--- src/bldc_hc_pkg.sv ---
// Shared types, codes and commutation tables for the two-motor hall commutation unit.
// Used by bldc_hc_scale, bldc_hc_commutate and bldc_hall_commutation_unit.
`default_nettype none

package bldc_hc_pkg;

  // Command codes carried in the input word's tuser.
  localparam logic [2:0] FUNC_HALL    = 3'd0;
  localparam logic [2:0] FUNC_DUTY    = 3'd1;
  localparam logic [2:0] FUNC_DISABLE = 3'd2;
  localparam logic [2:0] FUNC_ENABLE  = 3'd3;
  localparam logic [2:0] FUNC_INIT    = 3'd4;

  // Configuration register indexes.
  localparam logic [1:0] CFG_PERIOD_TICKS = 2'd0;
  localparam logic [1:0] CFG_PWM_MAX      = 2'd1;
  localparam logic [1:0] CFG_PWM_MIN      = 2'd2;

  localparam logic [9:0] PERIOD_TICKS_RESET = 10'd400;
  localparam logic [9:0] PWM_MAX_RESET      = 10'd399;
  localparam logic [9:0] PWM_MIN_RESET      = 10'd1;

  // Phase indexes.
  localparam logic [1:0] PH_A = 2'd0;
  localparam logic [1:0] PH_B = 2'd1;
  localparam logic [1:0] PH_C = 2'd2;

  // Levels and enables of one motor's three phases.
  typedef struct packed {
    logic [10:0] a;
    logic [10:0] b;
    logic [9:0]  c;
    logic [2:0]  en;
  } phase_out_t;

  // Forward high-side phase for each hall code.
  function automatic logic [1:0] hi_phase(input logic [2:0] code);
    logic [1:0] p;
    unique case (code)
      3'd1:    p = PH_A;
      3'd2:    p = PH_B;
      3'd3:    p = PH_B;
      3'd4:    p = PH_C;
      3'd5:    p = PH_A;
      3'd6:    p = PH_C;
      default: p = PH_A;
    endcase
    return p;
  endfunction

  // Forward low-side phase for each hall code.
  function automatic logic [1:0] lo_phase(input logic [2:0] code);
    logic [1:0] p;
    unique case (code)
      3'd1:    p = PH_C;
      3'd2:    p = PH_A;
      3'd3:    p = PH_C;
      3'd4:    p = PH_B;
      3'd5:    p = PH_B;
      3'd6:    p = PH_A;
      default: p = PH_A;
    endcase
    return p;
  endfunction

  // Hall code that precedes the given code in forward rotation.
  function automatic logic [2:0] fwd_prev(input logic [2:0] code);
    logic [2:0] p;
    unique case (code)
      3'd1:    p = 3'd3;
      3'd2:    p = 3'd6;
      3'd3:    p = 3'd2;
      3'd4:    p = 3'd5;
      3'd5:    p = 3'd1;
      3'd6:    p = 3'd4;
      default: p = 3'd0;
    endcase
    return p;
  endfunction

  // Step counter update for one hall transition.
  function automatic logic [15:0] count_step(input logic [15:0] cnt,
                                             input logic [2:0]  old_code,
                                             input logic [2:0]  new_code);
    logic [15:0] r;
    if (new_code == old_code || new_code == 3'd0 || new_code == 3'd7) begin
      r = cnt;
    end else if (fwd_prev(new_code) == old_code) begin
      r = cnt + 16'd1;
    end else begin
      r = cnt - 16'd1;
    end
    return r;
  endfunction

endpackage

`default_nettype wire

--- src/bldc_hc_scale.sv ---
// Duty scaling: takes a signed Q1.15 duty to a capped pwm magnitude.
// Depends on bldc_hc_pkg.
`default_nettype none

module bldc_hc_scale
  import bldc_hc_pkg::*;
(
  input  wire logic signed [15:0] duty,
  input  wire logic        [9:0]  period_ticks,
  input  wire logic        [9:0]  pwm_max,
  output logic             [9:0]  magnitude
);

  logic [15:0] raw;
  logic [15:0] abs_duty;
  logic [25:0] product;
  logic [10:0] scaled;

  assign raw      = duty;
  // The most negative duty wraps to 0x8000, which is its true size.
  assign abs_duty = raw[15] ? (~raw + 16'd1) : raw;
  assign product  = {10'd0, abs_duty} * {16'd0, period_ticks};
  assign scaled   = product[25:15];

  always_comb begin
    if (scaled > {1'b0, pwm_max}) begin
      magnitude = pwm_max;
    end else begin
      magnitude = scaled[9:0];
    end
  end

endmodule

`default_nettype wire

--- src/bldc_hc_commutate.sv ---
// Six-step commutation of one motor: phase levels and driver enables from the hall code.
// Depends on bldc_hc_pkg.
`default_nettype none

module bldc_hc_commutate
  import bldc_hc_pkg::*;
(
  input  wire logic       drive,
  input  wire logic [2:0] code,
  input  wire logic       forward,
  input  wire logic [9:0] magnitude,
  input  wire logic [9:0] pwm_min,
  input  wire logic       double_ab,
  output phase_out_t      phases
);

  logic [1:0]  hi;
  logic [1:0]  lo;
  logic [10:0] hi_level;
  logic [10:0] lo_level;
  logic        active;

  assign active   = drive && (code != 3'd0) && (code != 3'd7);
  // Reverse rotation swaps the high and low phases.
  assign hi       = forward ? hi_phase(code) : lo_phase(code);
  assign lo       = forward ? lo_phase(code) : hi_phase(code);
  assign hi_level = (double_ab && hi != PH_C) ? {magnitude, 1'b0} : {1'b0, magnitude};
  assign lo_level = {1'b0, pwm_min};

  always_comb begin
    phases = '0;
    if (active) begin
      if (hi == PH_A) begin
        phases.a = hi_level;
      end else if (lo == PH_A) begin
        phases.a = lo_level;
      end
      if (hi == PH_B) begin
        phases.b = hi_level;
      end else if (lo == PH_B) begin
        phases.b = lo_level;
      end
      if (hi == PH_C) begin
        phases.c = hi_level[9:0];
      end else if (lo == PH_C) begin
        phases.c = lo_level[9:0];
      end
      phases.en[0] = (hi == PH_A) || (lo == PH_A);
      phases.en[1] = (hi == PH_B) || (lo == PH_B);
      phases.en[2] = (hi == PH_C) || (lo == PH_C);
    end
  end

endmodule

`default_nettype wire

--- src/bldc_hall_commutation_unit.sv ---
// Top level of the two-motor six-step hall commutation unit.
// Depends on bldc_hc_pkg, bldc_hc_scale and bldc_hc_commutate.
`default_nettype none

// Each input word carries a command (hall update, set duty, disable, enable or init) together
// with both motors' hall codes and signed Q1.15 duties, and produces exactly one output word
// holding the six phase compare levels, the six driver enables and both wrapping hall step
// counts as they stand after the command. The block accepts one word per clock cycle while the
// output side does not stall: an accepted word sits in an input register, then a single pass
// of logic (a 16 by 10 bit multiply with its cap for each motor's duty, the commutation table
// and the counter step) updates the motor state and loads the result register, from which
// the result is presented. Both registers hold while the output side stalls: the input
// register can still take one word behind a waiting result, after which the input is not
// ready until the output moves. With no stall, words may arrive back to back. The pwm
// period, ceiling and low-side level are written through the configuration channel, which
// is always ready; they must only be changed while no word is in flight.
// Hall codes 0 and 7 switch every phase of that motor off. Right phases A and B carry a
// doubled high-side level in 11-bit fields; the other channels carry 10-bit levels.
module bldc_hall_commutation_unit
  import bldc_hc_pkg::*;
(
  input  wire logic         clk,
  input  wire logic         rst,

  input  wire logic         s_axis_tvalid,
  output logic              s_axis_tready,
  // [2:0] hall_right, [5:3] hall_left, [21:6] duty_right, [37:22] duty_left, rest zero
  input  wire logic [39:0]  s_axis_tdata,
  // [2:0] func
  input  wire logic [2:0]   s_axis_tuser,

  output logic              m_axis_tvalid,
  input  wire logic         m_axis_tready,
  // [10:0] right_a_level, [21:11] right_b_level, [31:22] right_c_level,
  // [41:32] left_a_level, [51:42] left_b_level, [61:52] left_c_level,
  // [67:62] driver_enables, [83:68] right_ticks, [99:84] left_ticks, rest zero
  output logic [103:0]      m_axis_tdata,

  input  wire logic         cfg_valid,
  output logic              cfg_ready,
  input  wire logic [1:0]   cfg_index,
  input  wire logic [9:0]   cfg_data
);

  // Configuration registers.
  logic [9:0] period_ticks;
  logic [9:0] pwm_max;
  logic [9:0] pwm_min;

  // Input register.
  logic              in_valid;
  logic [2:0]        in_func;
  logic [2:0]        in_hall_right;
  logic [2:0]        in_hall_left;
  logic signed [15:0] in_duty_right;
  logic signed [15:0] in_duty_left;

  // Motor state.
  logic [2:0]  right_hall_code;
  logic [2:0]  left_hall_code;
  logic [9:0]  right_magnitude;
  logic [9:0]  left_magnitude;
  logic        right_forward;
  logic        left_forward;
  logic [15:0] right_count;
  logic [15:0] left_count;

  logic [2:0]  right_hall_code_next;
  logic [2:0]  left_hall_code_next;
  logic [9:0]  right_magnitude_next;
  logic [9:0]  left_magnitude_next;
  logic        right_forward_next;
  logic        left_forward_next;
  logic [15:0] right_count_next;
  logic [15:0] left_count_next;

  logic        drive;
  logic        enable_all;
  logic [9:0]  right_scaled;
  logic [9:0]  left_scaled;
  phase_out_t  right_phases;
  phase_out_t  left_phases;
  logic [5:0]  enables;
  logic [103:0] result;

  // Result register.
  logic         out_valid;
  logic [103:0] out_word;

  logic fire;

  // The input register advances whenever the result register is free or being emptied.
  assign fire          = in_valid && (!out_valid || m_axis_tready);
  assign s_axis_tready = !in_valid || fire;
  assign m_axis_tvalid = out_valid;
  assign m_axis_tdata  = out_word;
  assign cfg_ready     = 1'b1;

  always_ff @(posedge clk) begin
    if (rst) begin
      period_ticks <= PERIOD_TICKS_RESET;
      pwm_max      <= PWM_MAX_RESET;
      pwm_min      <= PWM_MIN_RESET;
    end else if (cfg_valid) begin
      unique case (cfg_index)
        CFG_PERIOD_TICKS: period_ticks <= cfg_data;
        CFG_PWM_MAX:      pwm_max      <= cfg_data;
        CFG_PWM_MIN:      pwm_min      <= cfg_data;
        default: begin
          // Writes to an unused index are dropped.
        end
      endcase
    end
  end

  always_ff @(posedge clk) begin
    if (rst) begin
      in_valid <= 1'b0;
    end else if (s_axis_tready) begin
      in_valid <= s_axis_tvalid;
    end
  end

  always_ff @(posedge clk) begin
    if (s_axis_tvalid && s_axis_tready) begin
      in_func       <= s_axis_tuser;
      in_hall_right <= s_axis_tdata[2:0];
      in_hall_left  <= s_axis_tdata[5:3];
      in_duty_right <= s_axis_tdata[21:6];
      in_duty_left  <= s_axis_tdata[37:22];
    end
  end

  bldc_hc_scale u_scale_right (
    .duty         (in_duty_right),
    .period_ticks (period_ticks),
    .pwm_max      (pwm_max),
    .magnitude    (right_scaled)
  );

  bldc_hc_scale u_scale_left (
    .duty         (in_duty_left),
    .period_ticks (period_ticks),
    .pwm_max      (pwm_max),
    .magnitude    (left_scaled)
  );

  // Next motor state for the word in the input register. Commutation below is driven from
  // these values, so a hall update uses the new codes and a duty command the new magnitudes.
  always_comb begin
    right_hall_code_next = right_hall_code;
    left_hall_code_next  = left_hall_code;
    right_magnitude_next = right_magnitude;
    left_magnitude_next  = left_magnitude;
    right_forward_next   = right_forward;
    left_forward_next    = left_forward;
    right_count_next     = right_count;
    left_count_next      = left_count;
    drive                = 1'b0;
    enable_all           = 1'b0;
    unique case (in_func)
      FUNC_HALL: begin
        right_count_next     = count_step(right_count, right_hall_code, in_hall_right);
        left_count_next      = count_step(left_count, left_hall_code, in_hall_left);
        right_hall_code_next = in_hall_right;
        left_hall_code_next  = in_hall_left;
        drive                = 1'b1;
      end
      FUNC_DUTY: begin
        right_magnitude_next = right_scaled;
        left_magnitude_next  = left_scaled;
        // The right motor is mounted mirrored, so its forward sense is a negative duty.
        right_forward_next   = in_duty_right[15];
        left_forward_next    = !in_duty_left[15];
        drive                = 1'b1;
      end
      FUNC_ENABLE: begin
        enable_all = 1'b1;
      end
      FUNC_INIT: begin
        right_hall_code_next = in_hall_right;
        left_hall_code_next  = in_hall_left;
        right_magnitude_next = '0;
        left_magnitude_next  = '0;
        right_forward_next   = 1'b0;
        left_forward_next    = 1'b0;
      end
      default: begin
        // Disable and unused codes leave the state alone and switch everything off.
      end
    endcase
  end

  bldc_hc_commutate u_comm_right (
    .drive     (drive),
    .code      (right_hall_code_next),
    .forward   (right_forward_next),
    .magnitude (right_magnitude_next),
    .pwm_min   (pwm_min),
    .double_ab (1'b1),
    .phases    (right_phases)
  );

  bldc_hc_commutate u_comm_left (
    .drive     (drive),
    .code      (left_hall_code_next),
    .forward   (left_forward_next),
    .magnitude (left_magnitude_next),
    .pwm_min   (pwm_min),
    .double_ab (1'b0),
    .phases    (left_phases)
  );

  assign enables = enable_all ? 6'h3F : {left_phases.en, right_phases.en};

  assign result = {4'd0,
                   left_count_next,
                   right_count_next,
                   enables,
                   left_phases.c,
                   left_phases.b[9:0],
                   left_phases.a[9:0],
                   right_phases.c,
                   right_phases.b,
                   right_phases.a};

  always_ff @(posedge clk) begin
    if (rst) begin
      right_hall_code <= '0;
      left_hall_code  <= '0;
      right_magnitude <= '0;
      left_magnitude  <= '0;
      right_forward   <= 1'b0;
      left_forward    <= 1'b0;
      right_count     <= '0;
      left_count      <= '0;
    end else if (fire) begin
      right_hall_code <= right_hall_code_next;
      left_hall_code  <= left_hall_code_next;
      right_magnitude <= right_magnitude_next;
      left_magnitude  <= left_magnitude_next;
      right_forward   <= right_forward_next;
      left_forward    <= left_forward_next;
      right_count     <= right_count_next;
      left_count      <= left_count_next;
    end
  end

  always_ff @(posedge clk) begin
    if (rst) begin
      out_valid <= 1'b0;
    end else if (fire) begin
      out_valid <= 1'b1;
    end else if (m_axis_tready) begin
      out_valid <= 1'b0;
    end
  end

  always_ff @(posedge clk) begin
    if (fire) begin
      out_word <= result;
    end
  end

endmodule

`default_nettype wire
--- config.mk ---
export PLATFORM = sky130hd
export DESIGN_NAME = bldc_hall_commutation_unit
export DESIGN_NICKNAME = d
export VERILOG_FILES = /design/src/bldc_hc_pkg.sv /design/src/bldc_hc_scale.sv /design/src/bldc_hc_commutate.sv /design/src/bldc_hall_commutation_unit.sv
export SDC_FILE = /design/constraint.sdc
export NUM_CORES = 1
export LEC_CHECK = 0
export ABC_AREA = 1
export BUFFER_PORTS_ARGS = -buffer_cell sky130_fd_sc_hd__buf_4
export CAP_MARGIN = 15
export CORE_MARGIN = 5
export CORE_UTILIZATION = 40
export CTS_BUF_LIST = sky130_fd_sc_hd__clkbuf_16
export DETAILED_ROUTE_END_ITERATION = 6
export SYNTH_ARGS = -nofsm -noshare
export SYNTH_HDL_FRONTEND = slang
export SYNTH_SLANG_ARGS = --single-unit
export TNS_END_PERCENT = 50
--- constraint.sdc ---
create_clock -name clk -period 6.7 [get_ports clk]
set_input_delay 0.335 -clock clk [delete_from_list [all_inputs] [get_ports clk]]
set_output_delay 0.335 -clock clk [all_outputs]
set_load 0.03 [all_outputs]
==> results.json <==
{
  "synthFlopType": "sky130_fd_sc_hd__edfxtp_1",
  "placement_rows": 87,
  "final_design_utilization_pct": 54.11,
  "final.setup.worst_slack_ns": -0.9336,
  "timing.critical_path.from": "in_duty_left[0]",
  "detail_route.first_pass.iterations": 5,
  "cp-start-kind": "flop",
  "critical-path-top-cell-by-count": "sky130_fd_sc_hd__nand2_1",
  "fmax_mhz": 131.0,
  "violations_in_the_final_reports": "negative setup slack",
  "synth_top_cells_by_area": "sky130_fd_sc_hd__fa_1 19%, sky130_fd_sc_hd__edfxtp_1 19%, sky130_fd_sc_hd__nand2_1 11%, sky130_fd_sc_hd__ha_1 9.3%, sky130_fd_sc_hd__inv_1 8.7%",
  "grt_pass1_vias": 21540,
  "synth_xor_xnor_area_share_pct": 1.892,
  "timing.rr.start": "in_duty_left[0]",
  "synthTopCellsByCount": "681 x sky130_fd_sc_hd__nand2_1, 524 x sky130_fd_sc_hd__inv_1, 322 x sky130_fd_sc_hd__nor2_1, 220 x sky130_fd_sc_hd__fa_1, 168 x sky130_fd_sc_hd__ha_1",
  "detail_routed_net_length_per_standard_cell_um": 16.68,
  "finalMaxSlewViolations": 0,
  "place.detailed.hpwl_mm": 54.40,
  "globalRouteOverflowTotal": 0,
  "syn_std_cell_area_um2": 22680,
  "initial_drt_markers": 1374,
  "comb_power_share_pct": 70.9,
  "worst_hold_path_type": "in -> reg",
  "syn-mean-instance-area_um2": 7.756,
  "worst_path_max_delay_cell": "sky130_fd_sc_hd__fa_1",
  "multiInputGateArea_um2": 15890,
  "vias_per_cell": 4.994,
  "cts-buffers-inserted": 29,
  "portBuffers": 159,
  "fin_worst_skew_ns": 0.01752,
  "placed_cells_incl_taps": 4047,
  "nets": 3871,
  "die_width_um": 248.1,
  "post_synth_num_cell_types": 54,
  "power_per_cell_area_nw_per_um2": 378.5,
  "synthDominantCellAreaShare_pct": 19.42,
  "worstMarginPinSlew_ns": 1.150,
  "final.period_utilization_pct": 113.9,
  "totalWireLength_mm": 70.13,
  "crit_required_ns": 7.04,
  "cts_tree": "done",
  "synth-edff-count": 141,
  "area_growth_pct": 34.28,
  "post-route-min-period_ns": 7.634,
  "ys_warn_count": 0,
  "rr_worst_depth": 45,
  "hold_violations": 0,
  "critPathKind": "reg -> reg",
  "worst-endpoint-arrival_ns": 7.98,
  "irDropWorstVdd_mv": 0.3521,
  "p_leak_nw": 15.06,
  "vias": 20990,
  "synthAdderAreaFrac_pct": 28.69,
  "cap_viol_max_count": 0,
  "seqCellArea_um2": 6076,
  "switching_share_pct": 44.62,
  "synth_top_area_cell": "sky130_fd_sc_hd__fa_1",
  "combinational_family_with_the_most_area_after_synthesis": "adder cells",
  "synthSimpleGateAreaFrac_pct": 21.57,
  "power.clock.fraction_pct": 14.6,
  "grt.total_usage_pct": 22.19,
  "cpPeakStageDelay_ns": 0.51,
  "grt_pass1_wl_mm": 110.4,
  "worst_hold_startpoint": "cfg_data[2]",
  "largest_net_degree_at_the_start_of_global_routing": 93,
  "final.fill_count": 5231,
  "fp.coreArea_um2": 56280,
  "hold-path-cell-count": 3,
  "clock_insertion_delay_worst_skew_ns": 0.60,
  "max-slew-margin-rel_pct": 23.34,
  "synthMostInstantiatedCell": "sky130_fd_sc_hd__nand2_1",
  "dieHeight_um": 248.1,
  "final.setup.tns_ns": -61.92,
  "ant_nets": 0,
  "synthesized_instance_count": 2924,
  "total_power_w": 0.01153,
  "postSynth.asyncResetShare_pct": 0,
  "layout-drive-gt1-share_pct": 27.51,
  "clock_root_cell": "sky130_fd_sc_hd__clkbuf_16",
  "power_internal_w": 0.006384,
  "finalNonFillerCells": 4203,
  "initial_antenna_violation_count": 3,
  "clk_path_buf_depth": 3,
  "synth.yosys.seq_area_share_pct": 26.79,
  "clock_sinks": 233,
  "start_util_pct": 40.30,
  "worstSetupEndpointType": "flop",
  "share_of_synthesized_area_spent_on_multiplexers_pct": 0,
  "finalSetupViolCount": 80,
  "drcViolationCount": 0,
  "timing.critical_path.fanout_max": 5,
  "dieArea_um2": 61560,
  "postSynthRegisterBits": 233,
  "rsz0062_at_grt": "true",
  "run_status": "finished, violations left",
  "synthesized_area_fraction_occupied_by_ao_oa_aoi_and_oai_cells_pct": 10.43,
  "pwr-share-seq_pct": 14.6,
  "cts-htree-levels": 1,
  "switchingPower_w": 0.005144,
  "boundaryPins": 167,
  "clkSlewWorstSetupHoldPaths_ns": 0.06,
  "routabilityCongestion": 0.9395
}
## critical path, delay by kind of cell, from the launching register on
kind                     cells  cell delay, ns
adder cells (fa/ha/maj)      8            3.16
flip-flops                   1            0.43
AND/OR/NAND/NOR             18            1.89
AO/OA/AOI/OAI                4            0.46
buffers and inverters       14            1.27
XOR/XNOR                     1            0.14
## power by group through the flow
| stage | Combinational [W] | Clock, W | Sequential [W] |
|---|---|---|---|
| final | 0.00817 | 0.00168 | 0.00168 |
| after global routing | 0.00897 | 0.00179 | 0.00169 |
| after CTS | 0.00707 | 0.00173 | 0.00168 |
| after detailed placement | 0.00623 | 0 | 0.00171 |
| after global placement | 0.00618 | 0 | 0.00171 |
| after floorplan | 0.00369 | 0 | 0.00176 |
## cell families (layout without fill, tap and decap cells)
family,after synthesis,after routing
and+or+nand+nor,1197,1198
adders and majority gates,388,388
DFF,233,233
buffers and inverters,626,1144
AOI/OAI and AO/OA,429,429
xor gates and xnor gates,49,49
other,2,6
## area by class of cell
type,count,share of cell area [%]
Sequential cell,233,19.95
Antenna cell,1,0.008217
Tap cell,756,3.106
Clock inverter,22,0.7436
Multi-Input combinational cell,2069,52.19
Clock buffer,32,2.629
Inverter,538,6.697
Timing Repair Buffer,552,14.68
## cell usage in the layout (no fill, tap or decap), drive strengths merged, types with 5 or more instances in the layout
cell type,synthesis,layout
nor3,25,25
o21bai,12,12
o211ai,16,16
fa,220,220
conb,2,5
xnor2,15,15
clkbuf,71,32
a21o,13,13
nor4,5,5
dlygate4sd3,0,46
edfxtp,141,141
o21ai,194,194
buf,17,506
nand2,688,688
nand3,104,105
or2,15,15
xor2,34,34
nor2,327,327
nand3b,10,10
clkinv,6,14
dfxtp,92,92
inv,532,538
o22ai,7,7
o31ai,5,5
ha,168,168
a21oi,167,167
nand4,18,18
## final timing paths
path | to | slack, ns
max reg2reg | m_axis_tdata[34] | -0.93
max | m_axis_tdata[34] | -0.93
min reg2reg | left_forward | 0.51
min | pwm_max[2] | 0.04
## timing repair
action / CTS / global route
pin swaps: 50 / 94
setup buffers: 25 / 26
hold buffers: 46 / 0
gates cloned: 1 / 1
endpoints found under the hold margin: 46 / 0
setup endpoints to repair: 80 / 80
gates resized for setup: 168 / 218
## routing by layer
metal  global-route usage (%)  share of wire (%)  vias up
li1                         -                  -    10190
met1                    28.06                 41    10160
met2                    39.45                 50      511
met3                    3.326                5.4      126
met4                    6.573                3.1        2
met5                        0              0.019        -
## per-stage QoR
| stage | cell area [um^2] | hold slack (ns) | setup WS, ns |
|---|---|---|---|
| 2_1_floorplan | 23020 | 0.4339 | -0.3521 |
| 3_3_place_gp | 27070 | 0.4828 | -1.306 |
| 3_5_place_dp | 27080 | 0.4801 | -1.303 |
| 4_1_cts | 29410 | 0.001853 | -0.9331 |
| 5_1_grt | 30450 | 0.02651 | -1.335 |
| 6_report | 30450 | 0.03719 | -0.9336 |
## registers in the layout, summed over array words and instances (netlist names)
signal           flops
right_magnitude     10
period_ticks        10
in_hall_right        3
left_hall_code       3
m_axis_tdata       100
pwm_max             10
in_hall_left         3
right_count         16
in_func              3
in_valid             1
right_hall_code      3
pwm_min             10
left_magnitude      10
in_duty_left        16
right_forward        1
m_axis_tvalid        1
left_forward         1
in_duty_right       16
left_count          16
Note: power is estimated with default switching activity, not from simulation.
